`config.mk`:
```
export PLATFORM = sky130hd
export DESIGN_NAME = srv6_routing_header_strip_top_flat
export DESIGN_NICKNAME = d
export VERILOG_FILES = /design/src/design/srv6s_pkg.sv /design/src/design/srv6s_stream_if.sv /design/src/design/srv6s_cell.sv /design/src/design/srv6s_hold.sv /design/src/design/srv6s_ctrl.sv /design/src/design/srv6_routing_header_strip_top.sv /design/src/flat_wrapper.sv
export VERILOG_INCLUDE_DIRS = /design/src /design/src/design
export SDC_FILE = /design/constraint.sdc
export NUM_CORES = 1
export LEC_CHECK = 0
export BUFFER_PORTS_ARGS = -buffer_cell sky130_fd_sc_hd__buf_2
export CORE_ASPECT_RATIO = 1.2
export CORE_MARGIN = 3
export CORE_UTILIZATION = 30
export DETAILED_ROUTE_END_ITERATION = 10
export GPL_TIMING_DRIVEN = 1
export HOLD_SLACK_MARGIN = 0.12
export RECOVER_POWER = 25
export SLEW_MARGIN = 20
export SYNTH_ARGS = -nofsm -noshare
export SYNTH_HDL_FRONTEND = slang
export SYNTH_SLANG_ARGS = --single-unit
```
`constraint.sdc`:
```
create_clock -name clk_i -period 14.1 [get_ports clk_i]
set_input_delay 2.82 -clock clk_i [delete_from_list [all_inputs] [get_ports clk_i]]
set_output_delay 2.82 -clock clk_i [all_outputs]
set_load 0.01 [all_outputs]
```
`src/design/srv6_routing_header_strip_top_defines.svh`:
```
// assertion macros used by the srv6 header strip design
`ifndef SRV6_ROUTING_HEADER_STRIP_TOP_DEFINES_SVH
`define SRV6_ROUTING_HEADER_STRIP_TOP_DEFINES_SVH

// plain property, checked on every rising edge outside reset
`define SRV6S_ASSERT(label, clk, rst_n, prop) \
  label: assert property (@(posedge clk) disable iff (!rst_n) prop) \
    else $error("srv6s assertion failed");

// same-cycle implication
`define SRV6S_ASSERT_IMPL(label, clk, rst_n, ante, cons) \
  `SRV6S_ASSERT(label, clk, rst_n, (ante) |-> (cons))

`endif

```
`src/design/srv6s_pkg.sv`:
```
// types and constants of the srv6 routing header strip block
package srv6s_pkg;

  localparam int HOLD_DEPTH  = 56;
  localparam int HDR_BYTES   = 54;
  localparam int COUNT_WIDTH = 14;
  localparam int COUNT_MAX   = 16383;
  localparam int CNT_WIDTH   = 6;
  localparam int STRIP_WIDTH = 12;
  localparam int LIMIT_WIDTH = 13;

  localparam logic [7:0] ETH_TYPE_HI   = 8'h86;
  localparam logic [7:0] ETH_TYPE_LO   = 8'hDD;
  localparam logic [7:0] NH_ROUTING    = 8'd43;
  localparam logic [7:0] NH_TCP        = 8'd6;
  localparam logic [7:0] NH_UDP        = 8'd17;
  localparam int         MIN_FRAME     = 110;
  localparam int         TAIL_BYTES    = 74;

  localparam logic [1:0] VERDICT_PASS  = 2'd0;
  localparam logic [1:0] VERDICT_STRIP = 2'd1;
  localparam logic [1:0] VERDICT_DROP  = 2'd2;

  typedef enum logic [2:0] {
    S_FILL,
    S_ALIGN,
    S_DECIDE,
    S_DRAIN,
    S_STREAM
  } state_e;

  typedef enum logic [1:0] {
    MODE_UNDECIDED,
    MODE_PASS,
    MODE_STRIP
  } mode_e;

  typedef struct packed {
    logic [7:0] data_byte;
    logic       frame_end;
  } in_beat_t;

  typedef struct packed {
    logic [7:0] out_byte;
    logic       out_end;
    logic [1:0] verdict;
  } out_beat_t;

  typedef struct packed {
    logic       shift;
    logic [7:0] din;
  } hold_ctl_t;

  typedef struct packed {
    logic [7:0] head;
    logic [7:0] b12;
    logic [7:0] b13;
    logic [7:0] b18;
    logic [7:0] b19;
    logic [7:0] b20;
    logic [7:0] b54;
    logic [7:0] b55;
  } hold_taps_t;

endpackage

```
`src/design/srv6s_stream_if.sv`:
```
// valid/ready stream channel with a typed payload
interface srv6s_stream_if #(
  parameter type payload_t = logic
);
  logic     valid;
  logic     ready;
  payload_t payload;

  modport source (output valid, output payload, input ready);
  modport sink (input valid, input payload, output ready);
endinterface

```
`src/design/srv6s_cell.sv`:
```
// one byte cell of the header hold chain
module srv6s_cell (
  input  logic       clk_i,
  input  logic       en_i,
  input  logic [7:0] d_i,
  output logic [7:0] q_o
);
  logic [7:0] byte_q;

  always_ff @(posedge clk_i) begin
    if (en_i) begin
      byte_q <= d_i;
    end
  end

  assign q_o = byte_q;
endmodule

```
`src/design/srv6s_hold.sv`:
```
// header hold: a chain of byte cells shifting toward the head
module srv6s_hold (
  input  logic                  clk_i,
  input  srv6s_pkg::hold_ctl_t  hold_ctl_i,
  output srv6s_pkg::hold_taps_t taps_o
);
  import srv6s_pkg::*;

  logic [7:0] chain [HOLD_DEPTH];

  for (genvar k = 0; k < HOLD_DEPTH; k++) begin : g_cell
    logic [7:0] d;
    if (k == HOLD_DEPTH - 1) begin : g_tail
      assign d = hold_ctl_i.din;
    end else begin : g_mid
      assign d = chain[k + 1];
    end
    srv6s_cell u_cell (
      .clk_i (clk_i),
      .en_i  (hold_ctl_i.shift),
      .d_i   (d),
      .q_o   (chain[k])
    );
  end

  // once the chain is full, byte j of the frame sits in cell j
  assign taps_o.head = chain[0];
  assign taps_o.b12  = chain[12];
  assign taps_o.b13  = chain[13];
  assign taps_o.b18  = chain[18];
  assign taps_o.b19  = chain[19];
  assign taps_o.b20  = chain[20];
  assign taps_o.b54  = chain[54];
  assign taps_o.b55  = chain[55];
endmodule

```
`src/design/srv6s_ctrl.sv`:
```
// frame sequencer: fill, padding of short frames, decide, release of the hold and streaming
`include "srv6_routing_header_strip_top_defines.svh"

module srv6s_ctrl #(
  parameter int MAX_SEGMENTS    = 8,
  parameter int MAX_FRAME_BYTES = 16383
) (
  input  logic                  clk_i,
  input  logic                  rst_ni,
  input  logic                  in_valid_i,
  input  srv6s_pkg::in_beat_t   in_beat_i,
  output logic                  in_ready_o,
  output logic                  out_valid_o,
  output srv6s_pkg::out_beat_t  out_beat_o,
  input  logic                  out_ready_i,
  output srv6s_pkg::hold_ctl_t  hold_ctl_o,
  input  srv6s_pkg::hold_taps_t taps_i
);
  import srv6s_pkg::*;

  localparam int CapInt = (MAX_FRAME_BYTES < COUNT_MAX) ? MAX_FRAME_BYTES : COUNT_MAX;
  localparam logic [COUNT_WIDTH-1:0] CountCap = COUNT_WIDTH'(CapInt);
  localparam logic [6:0] SegLimit = 7'(MAX_SEGMENTS);
  localparam logic [COUNT_WIDTH-1:0] LastHeld = COUNT_WIDTH'(HOLD_DEPTH - 1);

  state_e                  state_q, state_d;
  mode_e                   mode_q, mode_d;
  logic [COUNT_WIDTH-1:0]  byte_count_q, byte_count_d;
  logic [CNT_WIDTH-1:0]    fill_q, fill_d;
  logic [CNT_WIDTH-1:0]    drain_cnt_q, drain_cnt_d;
  logic [CNT_WIDTH-1:0]    drain_total_q, drain_total_d;
  logic                    short_q, short_d;
  logic                    end_seen_q, end_seen_d;
  logic [1:0]              last_verdict_q, last_verdict_d;
  logic [STRIP_WIDTH-1:0]  strip_len_q, strip_len_d;
  logic [7:0]              inner_nh_q, inner_nh_d;
  logic                    drop_q, drop_d;
  logic [15:0]             pl_q, pl_d;
  logic [LIMIT_WIDTH-1:0]  keep_from_q, keep_from_d;
  logic [LIMIT_WIDTH-1:0]  need_q, need_d;
  logic                    out_valid_q, out_valid_d;
  out_beat_t               out_beat_q, out_beat_d;

  always_ff @(posedge clk_i or negedge rst_ni) begin
    if (!rst_ni) begin
      state_q        <= S_FILL;
      mode_q         <= MODE_UNDECIDED;
      byte_count_q   <= '0;
      fill_q         <= '0;
      drain_cnt_q    <= '0;
      drain_total_q  <= '0;
      short_q        <= 1'b0;
      end_seen_q     <= 1'b0;
      last_verdict_q <= VERDICT_PASS;
      strip_len_q    <= '0;
      inner_nh_q     <= '0;
      drop_q         <= 1'b0;
      out_valid_q    <= 1'b0;
    end else begin
      state_q        <= state_d;
      mode_q         <= mode_d;
      byte_count_q   <= byte_count_d;
      fill_q         <= fill_d;
      drain_cnt_q    <= drain_cnt_d;
      drain_total_q  <= drain_total_d;
      short_q        <= short_d;
      end_seen_q     <= end_seen_d;
      last_verdict_q <= last_verdict_d;
      strip_len_q    <= strip_len_d;
      inner_nh_q     <= inner_nh_d;
      drop_q         <= drop_d;
      out_valid_q    <= out_valid_d;
    end
  end

  always_ff @(posedge clk_i) begin
    pl_q        <= pl_d;
    keep_from_q <= keep_from_d;
    need_q      <= need_d;
    out_beat_q  <= out_beat_d;
  end

  always_comb begin
    logic                   slot_free;
    logic                   accept;
    logic                   routing;
    logic                   is_last;
    logic [7:0]             edited;
    logic [STRIP_WIDTH-1:0] strip_new;
    logic [LIMIT_WIDTH-1:0] tail_need;
    logic [COUNT_WIDTH:0]   frame_len;

    state_d        = state_q;
    mode_d         = mode_q;
    byte_count_d   = byte_count_q;
    fill_d         = fill_q;
    drain_cnt_d    = drain_cnt_q;
    drain_total_d  = drain_total_q;
    short_d        = short_q;
    end_seen_d     = end_seen_q;
    last_verdict_d = last_verdict_q;
    strip_len_d    = strip_len_q;
    inner_nh_d     = inner_nh_q;
    drop_d         = drop_q;
    pl_d           = pl_q;
    keep_from_d    = keep_from_q;
    need_d         = need_q;
    out_beat_d     = out_beat_q;

    slot_free = !out_valid_q || out_ready_i;
    out_valid_d = out_valid_q && !out_ready_i;

    in_ready_o = 1'b0;
    hold_ctl_o.shift = 1'b0;
    hold_ctl_o.din   = in_beat_i.data_byte;

    routing = (taps_i.b12 == ETH_TYPE_HI) && (taps_i.b13 == ETH_TYPE_LO) &&
              (taps_i.b20 == NH_ROUTING);
    strip_new = STRIP_WIDTH'({taps_i.b55, 3'b000}) + STRIP_WIDTH'(8);
    tail_need = LIMIT_WIDTH'(strip_new) + LIMIT_WIDTH'(TAIL_BYTES);
    is_last = (drain_cnt_q == drain_total_q - CNT_WIDTH'(1));
    frame_len = {1'b0, byte_count_q} + (COUNT_WIDTH + 1)'(1);
    accept = 1'b0;

    // header bytes rewritten on release of a stripped frame
    edited = taps_i.head;
    if (mode_q == MODE_STRIP) begin
      priority case (drain_cnt_q)
        CNT_WIDTH'(18): edited = pl_q[15:8];
        CNT_WIDTH'(19): edited = pl_q[7:0];
        CNT_WIDTH'(20): edited = inner_nh_q;
        default:        edited = taps_i.head;
      endcase
    end

    unique case (state_q)
      S_FILL: begin
        in_ready_o = 1'b1;
        accept = in_valid_i;
        if (accept) begin
          hold_ctl_o.shift = 1'b1;
          if (byte_count_q == LastHeld) begin
            state_d = S_DECIDE;
            short_d = 1'b0;
            end_seen_d = in_beat_i.frame_end;
            byte_count_d = in_beat_i.frame_end ? '0 : byte_count_q + COUNT_WIDTH'(1);
          end else if (in_beat_i.frame_end) begin
            state_d = S_ALIGN;
            short_d = 1'b1;
            end_seen_d = 1'b1;
            drain_total_d = CNT_WIDTH'(frame_len);
            fill_d = CNT_WIDTH'(frame_len);
            byte_count_d = '0;
          end else begin
            byte_count_d = byte_count_q + COUNT_WIDTH'(1);
          end
        end
      end
      S_ALIGN: begin
        // pad a short frame so that byte j lands in cell j
        hold_ctl_o.shift = 1'b1;
        fill_d = fill_q + CNT_WIDTH'(1);
        if (fill_q == CNT_WIDTH'(HOLD_DEPTH - 1)) begin
          state_d = S_DECIDE;
        end
      end
      S_DECIDE: begin
        state_d = S_DRAIN;
        drain_cnt_d = '0;
        if (short_q) begin
          mode_d = MODE_UNDECIDED;
          last_verdict_d = ((drain_total_q >= CNT_WIDTH'(HDR_BYTES)) && routing) ?
                           VERDICT_DROP : VERDICT_PASS;
        end else if (!routing) begin
          mode_d = MODE_PASS;
          drain_total_d = CNT_WIDTH'(HOLD_DEPTH);
          last_verdict_d = VERDICT_PASS;
        end else begin
          mode_d = MODE_STRIP;
          drain_total_d = CNT_WIDTH'(HDR_BYTES);
          last_verdict_d = VERDICT_DROP;
          strip_len_d = strip_new;
          inner_nh_d = taps_i.b54;
          drop_d = (taps_i.b55[7:1] > SegLimit) ||
                   ((taps_i.b54 != NH_TCP) && (taps_i.b54 != NH_UDP));
          pl_d = {taps_i.b18, taps_i.b19} - 16'(strip_new);
          keep_from_d = LIMIT_WIDTH'(strip_new) + LIMIT_WIDTH'(HDR_BYTES);
          need_d = (tail_need < LIMIT_WIDTH'(MIN_FRAME)) ? LIMIT_WIDTH'(MIN_FRAME) : tail_need;
        end
      end
      S_DRAIN: begin
        if (slot_free) begin
          hold_ctl_o.shift = 1'b1;
          out_valid_d = 1'b1;
          out_beat_d.out_byte = edited;
          out_beat_d.out_end = is_last && end_seen_q;
          out_beat_d.verdict = (is_last && end_seen_q) ? last_verdict_q : VERDICT_PASS;
          drain_cnt_d = drain_cnt_q + CNT_WIDTH'(1);
          if (is_last) begin
            if (end_seen_q) begin
              state_d = S_FILL;
              mode_d = MODE_UNDECIDED;
            end else begin
              state_d = S_STREAM;
            end
          end
        end
      end
      S_STREAM: begin
        in_ready_o = slot_free;
        accept = in_valid_i && slot_free;
        if (accept) begin
          out_beat_d.out_byte = in_beat_i.data_byte;
          out_beat_d.out_end = in_beat_i.frame_end;
          out_beat_d.verdict = VERDICT_PASS;
          if (mode_q == MODE_PASS) begin
            out_valid_d = 1'b1;
          end else if (in_beat_i.frame_end) begin
            out_valid_d = 1'b1;
            out_beat_d.verdict = (drop_q || (frame_len < (COUNT_WIDTH + 1)'(need_q))) ?
                                 VERDICT_DROP : VERDICT_STRIP;
          end else if (byte_count_q >= COUNT_WIDTH'(keep_from_q)) begin
            // routing header bytes are dropped, the rest goes through
            out_valid_d = 1'b1;
          end
          if (in_beat_i.frame_end) begin
            state_d = S_FILL;
            mode_d = MODE_UNDECIDED;
            byte_count_d = '0;
          end else if (byte_count_q < CountCap) begin
            byte_count_d = byte_count_q + COUNT_WIDTH'(1);
          end
        end
      end
      default: begin
        state_d = S_FILL;
      end
    endcase
  end

  assign out_valid_o = out_valid_q;
  assign out_beat_o  = out_beat_q;

  `SRV6S_ASSERT_IMPL(a_drain_in_range, clk_i, rst_ni, state_q == S_DRAIN, drain_cnt_q < drain_total_q)
  `SRV6S_ASSERT_IMPL(a_verdict_on_end, clk_i, rst_ni, out_valid_q && !out_beat_q.out_end, out_beat_q.verdict == VERDICT_PASS)
  `SRV6S_ASSERT_IMPL(a_stream_decided, clk_i, rst_ni, state_q == S_STREAM, mode_q != MODE_UNDECIDED)
  `SRV6S_ASSERT_IMPL(a_fill_in_hold, clk_i, rst_ni, state_q == S_FILL, byte_count_q < COUNT_WIDTH'(HOLD_DEPTH))
endmodule

```
`src/design/srv6_routing_header_strip_top.sv`:
```
// top level of the srv6 routing header strip block
// Takes an Ethernet frame one byte per beat and removes the SRv6 routing
// header of IPv6 frames that carry one, fixing up the IPv6 payload length
// and next header, and marks the frame's last beat with its verdict. The
// first 56 bytes of each frame go into a 56-cell shift chain; while it fills,
// one byte is taken per cycle and nothing is emitted. On the 56th byte the
// decide state follows, then the chain is released at one beat per cycle
// while the output takes them (56 beats for a passed frame, 54 for a stripped
// one) with the input held off. A frame that ends before its 56th byte is
// padded to line up in the chain, goes through the decide state and is
// released as len beats. After the header the rest of the frame streams at
// one byte per cycle; the output register takes a new byte only when it is
// empty or its waiting byte is taken, so an output stall holds off the input.
module srv6_routing_header_strip_top #(
  parameter int MAX_SEGMENTS    = 8,
  parameter int MAX_FRAME_BYTES = 16383
) (
  input logic            clk_i,
  input logic            rst_ni,
  srv6s_stream_if.sink   in_i,
  srv6s_stream_if.source out_o
);
  import srv6s_pkg::*;

  hold_ctl_t  hold_ctl;
  hold_taps_t taps;
  in_beat_t   in_beat;
  out_beat_t  out_beat;
  logic       in_ready;
  logic       out_valid;

  assign in_beat = in_i.payload;

  srv6s_hold u_hold (
    .clk_i      (clk_i),
    .hold_ctl_i (hold_ctl),
    .taps_o     (taps)
  );

  srv6s_ctrl #(
    .MAX_SEGMENTS    (MAX_SEGMENTS),
    .MAX_FRAME_BYTES (MAX_FRAME_BYTES)
  ) u_ctrl (
    .clk_i       (clk_i),
    .rst_ni      (rst_ni),
    .in_valid_i  (in_i.valid),
    .in_beat_i   (in_beat),
    .in_ready_o  (in_ready),
    .out_valid_o (out_valid),
    .out_beat_o  (out_beat),
    .out_ready_i (out_o.ready),
    .hold_ctl_o  (hold_ctl),
    .taps_i      (taps)
  );

  assign in_i.ready    = in_ready;
  assign out_o.valid   = out_valid;
  assign out_o.payload = out_beat;
endmodule

```
`src/flat_wrapper.sv`:
```
// flat-port wrapper written by rule: the top's interface ports become plain ports
module srv6_routing_header_strip_top_flat import srv6s_pkg::*;
#(
  parameter int MAX_SEGMENTS    = 8,
  parameter int MAX_FRAME_BYTES = 16383
)
  (clk_i, rst_ni, in_i_valid, in_i_payload, in_i_ready, out_o_valid, out_o_payload, out_o_ready);
  srv6s_stream_if #(.payload_t(in_beat_t)) in_i_i ();
  srv6s_stream_if #(.payload_t(out_beat_t)) out_o_i ();
  input logic clk_i;
  input logic rst_ni;
  input wire logic [$bits(in_i_i.valid)-1:0] in_i_valid;
  input wire logic [$bits(in_i_i.payload)-1:0] in_i_payload;
  output wire logic [$bits(in_i_i.ready)-1:0] in_i_ready;
  output wire logic [$bits(out_o_i.valid)-1:0] out_o_valid;
  output wire logic [$bits(out_o_i.payload)-1:0] out_o_payload;
  input wire logic [$bits(out_o_i.ready)-1:0] out_o_ready;
  assign in_i_i.valid = in_i_valid;
  assign in_i_i.payload = in_i_payload;
  assign in_i_ready = in_i_i.ready;
  assign out_o_valid = out_o_i.valid;
  assign out_o_payload = out_o_i.payload;
  assign out_o_i.ready = out_o_ready;
  srv6_routing_header_strip_top #(.MAX_SEGMENTS(MAX_SEGMENTS), .MAX_FRAME_BYTES(MAX_FRAME_BYTES)) u_core (.clk_i(clk_i), .rst_ni(rst_ni), .in_i(in_i_i), .out_o(out_o_i));
endmodule
```
# Yosys cells after proc, flatten, opt, wreduce, memory -nomap -nowiden
# Cells that the tools add are included.
# op_classes
order_cmp,6
n_reduce_logical,29
n_bitwise,1
eq_ne,29
add_sub_neg,9
muxes,58
# ops
operator,n
$mux 14,5
$pmux 6 s2,3
$mux 6,5
$mux 2,14
$pmux 14 s2,1
$mux 3,9
$pmux 8 s3,1
$mux 11,2
$pmux 11 s2,1
$ne 2x2->1 const B,10
$eq 6x5->1 const B,3
$eq 8x8->1 const B,2
$sub 16x12->16,1
$add 14x1->15 const B,1
$lt 15x13->1,1
$pmux 3 s5,1
$add 14x1->14 const B,1
$eq 14x6->1 const B,1
$ge 14x13->1,1
$lt 14x14->1 const B,1
$add 12x6->13 const B,1
$add 12x7->13 const B,1
$lt 13x7->1 const B,1
$add 11x4->12 const B,1
other kinds (34),64
# word_totals
register_bits,552
out_inout_bits,13
word_cells,206
in_bits,13

# Longest topological paths before layout
# logic_depth
ltp_word,8
depth_mapped,13
depth_no_buf,12

# Modules after synthesis
# From an unflattened synthesis, not the netlist that was laid out.
# hier_totals
hier_cells,1128
area_unflattened_um2,19991.7
# modules_own_cells
mod,n_inst,cells_each,seq_area_each_um2,area_per_inst_um2
srv6s_cell,56,8,240.2,240.2
srv6s_ctrl,1,680,2692.6,6538.8

# Worst setup path before layout
# No wires, ideal clock.
# synth_timing
path_kind,input-to-reg
from,in in_i_valid
to,"reg u_core.u_hold.g_cell[0].u_cell.byte_q[0], enable pin"
t_required_ns,9.770
setup_ns,4.330
arrival_ns,12.918
setup_slack_ns,-3.148
n_path_buf,1
stages,3
path_cell_list,clkbuf_1 > nand2_1 > nand3_1
# synth_between
elab_chain_len,2
# synth_lines
item,line,source
start: declaration,flat_wrapper.sv:12,input wire logic [$bits(in_i_i.valid)-1:0] in_i_valid;
$mux 1,srv6s_ctrl.sv:140,if (accept) begin
$pmux 1 s3,srv6s_ctrl.sv:136,unique case (state_q)
named net u_core.u_hold.g_cell[0].u_cell.en_i,srv6s_cell.sv:4,"input logic en_i,"
end signal: assignment,srv6s_cell.sv:12,byte_q <= d_i;
end: declaration,srv6s_cell.sv:8,logic [7:0] byte_q;
# The timed path passes the listed nets, and every way through them passes these cells.
# A chain may end at the register's enable or synchronous reset.

# Worst setup path after layout
# layout_timing
from,in out_o_ready
to,out in_i_ready
# layout_between
elab_chain_len,2
# layout_lines
item,line,source
start: declaration,flat_wrapper.sv:17,input wire logic [$bits(out_o_i.ready)-1:0] out_o_ready;
$logic_or 1x1->1,srv6s_ctrl.sv:110,slot_free = !out_valid_q || out_ready_i;
$pmux 1 s2,srv6s_ctrl.sv:136,
end: declaration,flat_wrapper.sv:14,output wire logic [$bits(in_i_i.ready)-1:0] in_i_ready;
# Every way passes these cells.

==> qor.yml <==
rows: 103
max_slew_margin: 0.327
die_w_um: 242
initial_utilization: 0.304
synth_cell_types: 80
setup_ws_ps: 7570
drt_pass1_iterations: 5
cap_viol_max_count: 0
min_period_ps: 6530
postSynthCellCount: 1150
peakVddDrop_mv: 0.154
path_class: "in -> out"
dieArea_um2: 70000
rsz0062_at_grt: "false"
portBuffers: 25
antenna_left: 0
fillers: 6305
initialDrtViolationCount: 685
finalCritPeriodShare: 0.463
io_pins: 26
areaGrowthSynthToFinish_pct: 14.3
synthAdderAreaFrac: 0.0272
cts_tree: "yes"
routabilityCongestion: 0.858
overflow: 0
synthArstFlopShare: 0.0916
max_clock_freq_mhz: 153
worstSkewPairLatency_ps: 590
synth-simple-area-share: 0.0623
powerDensity_nw_per_um2: 245
crit_path_max_fanout: 7
cts-hold-fix-buffers: 0
synth_area_leader_cell: "edfxtp_1"
tns_ps: 0
hold_path_class: "reg -> reg"
routed_wl_um: 35600
setup_viol: 0
wl_met3_um: 1540
numCtsBuffers: 54
startpoint: "out_o_ready"
synth_compound_area_frac: 0.0592
final_nets: 1267
cts_resized: 0
postCtsSetupBuffers: 0
start_kind: "primary input"
synth_top_cell_area_share: 0.742
grt_max_degree: 98
synth.avg_cell_area_um2: 17.4
r2r_slack_ps: 9340
netlist_top_cells_count: "edfxtp_1 (496), nand2_1 (67), inv_1 (55), dfrtp_1 (50), o21ai_0 (49)"
grt_pass1_wl_um: 55200
met1_length_um: 16300
syn_area_um2: 20100
synth_top_family_by_area: "simple AND/OR/NAND/NOR gates"
grt_pass1_vias: 9654
hpwlAfterDp_um: 22000
post-route-util: 0.347
clk_pin_slew_ps: 70
antenna_found_initial: 0
stdcell_count: 2145
reg2reg_depth: 7
slew_viol_final: 0
core-area_um2: 66000
grt.total_usage: 0.101
ys_seq_elements: 546
place_ws_ps: 7190
crit_arrival_ps: 3710
critPathCapture: "in_i_ready"
fp.dieH_um: 289
synth_edf_count: 496
clockBufferDepth: 3
yosysMostFrequentCell: "edfxtp_1"
synth-xor-area-share: 0.0209
p_leak_nw: 7.89
end_kind: "output port"
htreeDepth: 2
total_power_mw: 5.61
drcViolationCount: 0
worst_pin_slew_ps: 1010
drive_gt1_frac: 0.119
r2r-start: "u_core.u_ctrl.state_q[2]$_DFFE_PN0P_"
via_per_inst: 4.54
vias: 9741
n_antenna_cell: 0
yosysWarnings: 0
synth.area.top_cells: "edfxtp_1 (74%), dfrtp_1 (6.2%), ha_1 (2.6%)"
status: "completed"
numPlacedInstances: 2047
wl_met2_um: 16500
rr_endpoint: "u_core.u_hold.g_cell[33].u_cell.q_o[3]$_DFFE_PP_"
dr.max_layer_used: "met4"
clock-sinks: 546
avgRoutedWirePerCell_um: 16.6
yosysSeqAreaShare: 0.805
fin_skew_ps: 16.2
critPathRequiredTime_ps: 11280
cts_root_buf: "clkbuf_16"
synth_flop_cell: "edfxtp_1"
muxShareOfSynthArea: 0.00767
hold_viol_final: 0
## report_power, final
part	internal [mW]	switching (mW)
combinational	0.294	0.753
sequential	2.89	0.328
clock	0.763	0.585
total	3.95	1.67
## metal layers
metal	global-route usage	vias up
met1	0.135	4901
met5	0	-
met3	0.0182	79
met2	0.161	227
li1	-	4534
met4	0.0449	0
## critical path: stages
cell      delay (ps)
buf_2            110
nor2b_1          420
a21boi_0         190
buf_2            170
## per-stage QoR
stage               area [um2]  hold WS, ps
global route             22900          421
global placement         21200          401
detailed placement       21200          405
finish                   22900          415
floorplan                20100          400
CTS                      22900          418
## registers in the layout (all words and copies together), names as in the netlist
register                         count
u_core.u_hold.g_cell.u_cell.q_o    448
u_core.u_ctrl.pl_q                  16
u_core.u_ctrl.byte_count_q          14
u_core.u_ctrl.need_q                11
u_core.u_ctrl.out_beat_o            11
u_core.u_ctrl.keep_from_q           10
u_core.u_ctrl.inner_nh_q             8
u_core.u_ctrl.drain_cnt_q            6
u_core.u_ctrl.drain_total_q          6
u_core.u_ctrl.fill_q                 6
u_core.u_ctrl.state_q                3
u_core.u_ctrl.mode_q                 2
u_core.u_ctrl.drop_q                 1
u_core.u_ctrl.end_seen_q             1
u_core.u_ctrl.last_verdict_q         1
u_core.u_ctrl.out_valid_o            1
u_core.u_ctrl.short_q                1
## logic make-up (layout without fill, tap and decap cells)
family	after synthesis	in the layout
and+or+nand+nor	235	235
xor gates and xnor gates	47	47
muxes	14	14
buffers and inverters	86	188
AOI/OAI and AO/OA	178	178
adders and majority gates	43	43
DFF	546	546
other	1	2
## how the worst min path moves through the flow
| stage | startpoint | to | slack [ps] | depth (start not counted) |
|---|---|---|---|---|
| after floorplan | u_core.u_hold.g_cell[1].u_cell.q_o[0]$_DFFE_PP_ | u_core.u_hold.g_cell[0].u_cell.q_o[0]$_DFFE_PP_ | 400 | 0 |
| after global placement | u_core.u_hold.g_cell[11].u_cell.q_o[1]$_DFFE_PP_ | u_core.u_hold.g_cell[10].u_cell.q_o[1]$_DFFE_PP_ | 400 | 0 |
| after detailed placement | u_core.u_hold.g_cell[14].u_cell.q_o[2]$_DFFE_PP_ | u_core.u_hold.g_cell[13].u_cell.q_o[2]$_DFFE_PP_ | 400 | 0 |
| after CTS | u_core.u_hold.g_cell[14].u_cell.q_o[3]$_DFFE_PP_ | u_core.u_hold.g_cell[13].u_cell.q_o[3]$_DFFE_PP_ | 420 | 0 |
| after global routing | u_core.u_hold.g_cell[52].u_cell.q_o[6]$_DFFE_PP_ | u_core.u_hold.g_cell[51].u_cell.q_o[6]$_DFFE_PP_ | 420 | 0 |
| final | u_core.u_hold.g_cell[52].u_cell.q_o[6]$_DFFE_PP_ | u_core.u_hold.g_cell[51].u_cell.q_o[6]$_DFFE_PP_ | 410 | 0 |
## placed cells by master, fill, tap and decap left out, drive strengths merged, types with 9 or more instances in the layout
cell type  netlist  routed
a21oi           23      23
a31oi           11      11
and3            11      11
buf             11      35
clkbuf          20      67
clkinv           0      23
dfrtp           50      50
edfxtp         496     496
ha              42      42
inv             55      57
mux2            11      11
nand2           67      67
nand2b          11      11
nand3           22      22
nand4           11      11
nor2            40      40
nor2b            9       9
nor3            22      22
nor4            10      10
o21ai           58      58
o31ai           13      13
xnor2           24      24
xor2            23      23
## final cells by class
| type | instances | area (um2) | area share |
|---|---|---|---|
| Sequential cell | 546 | 16100 | 0.704 |
| Multi-Input combinational cell | 519 | 3580 | 0.156 |
| Clock buffer | 67 | 1440 | 0.0629 |
| Tap cell | 892 | 1120 | 0.0487 |
| Clock inverter | 31 | 230 | 0.0100 |
| Inverter | 55 | 206 | 0.00900 |
| Timing Repair Buffer | 35 | 204 | 0.00890 |
(Power assumes the default switching activity.)
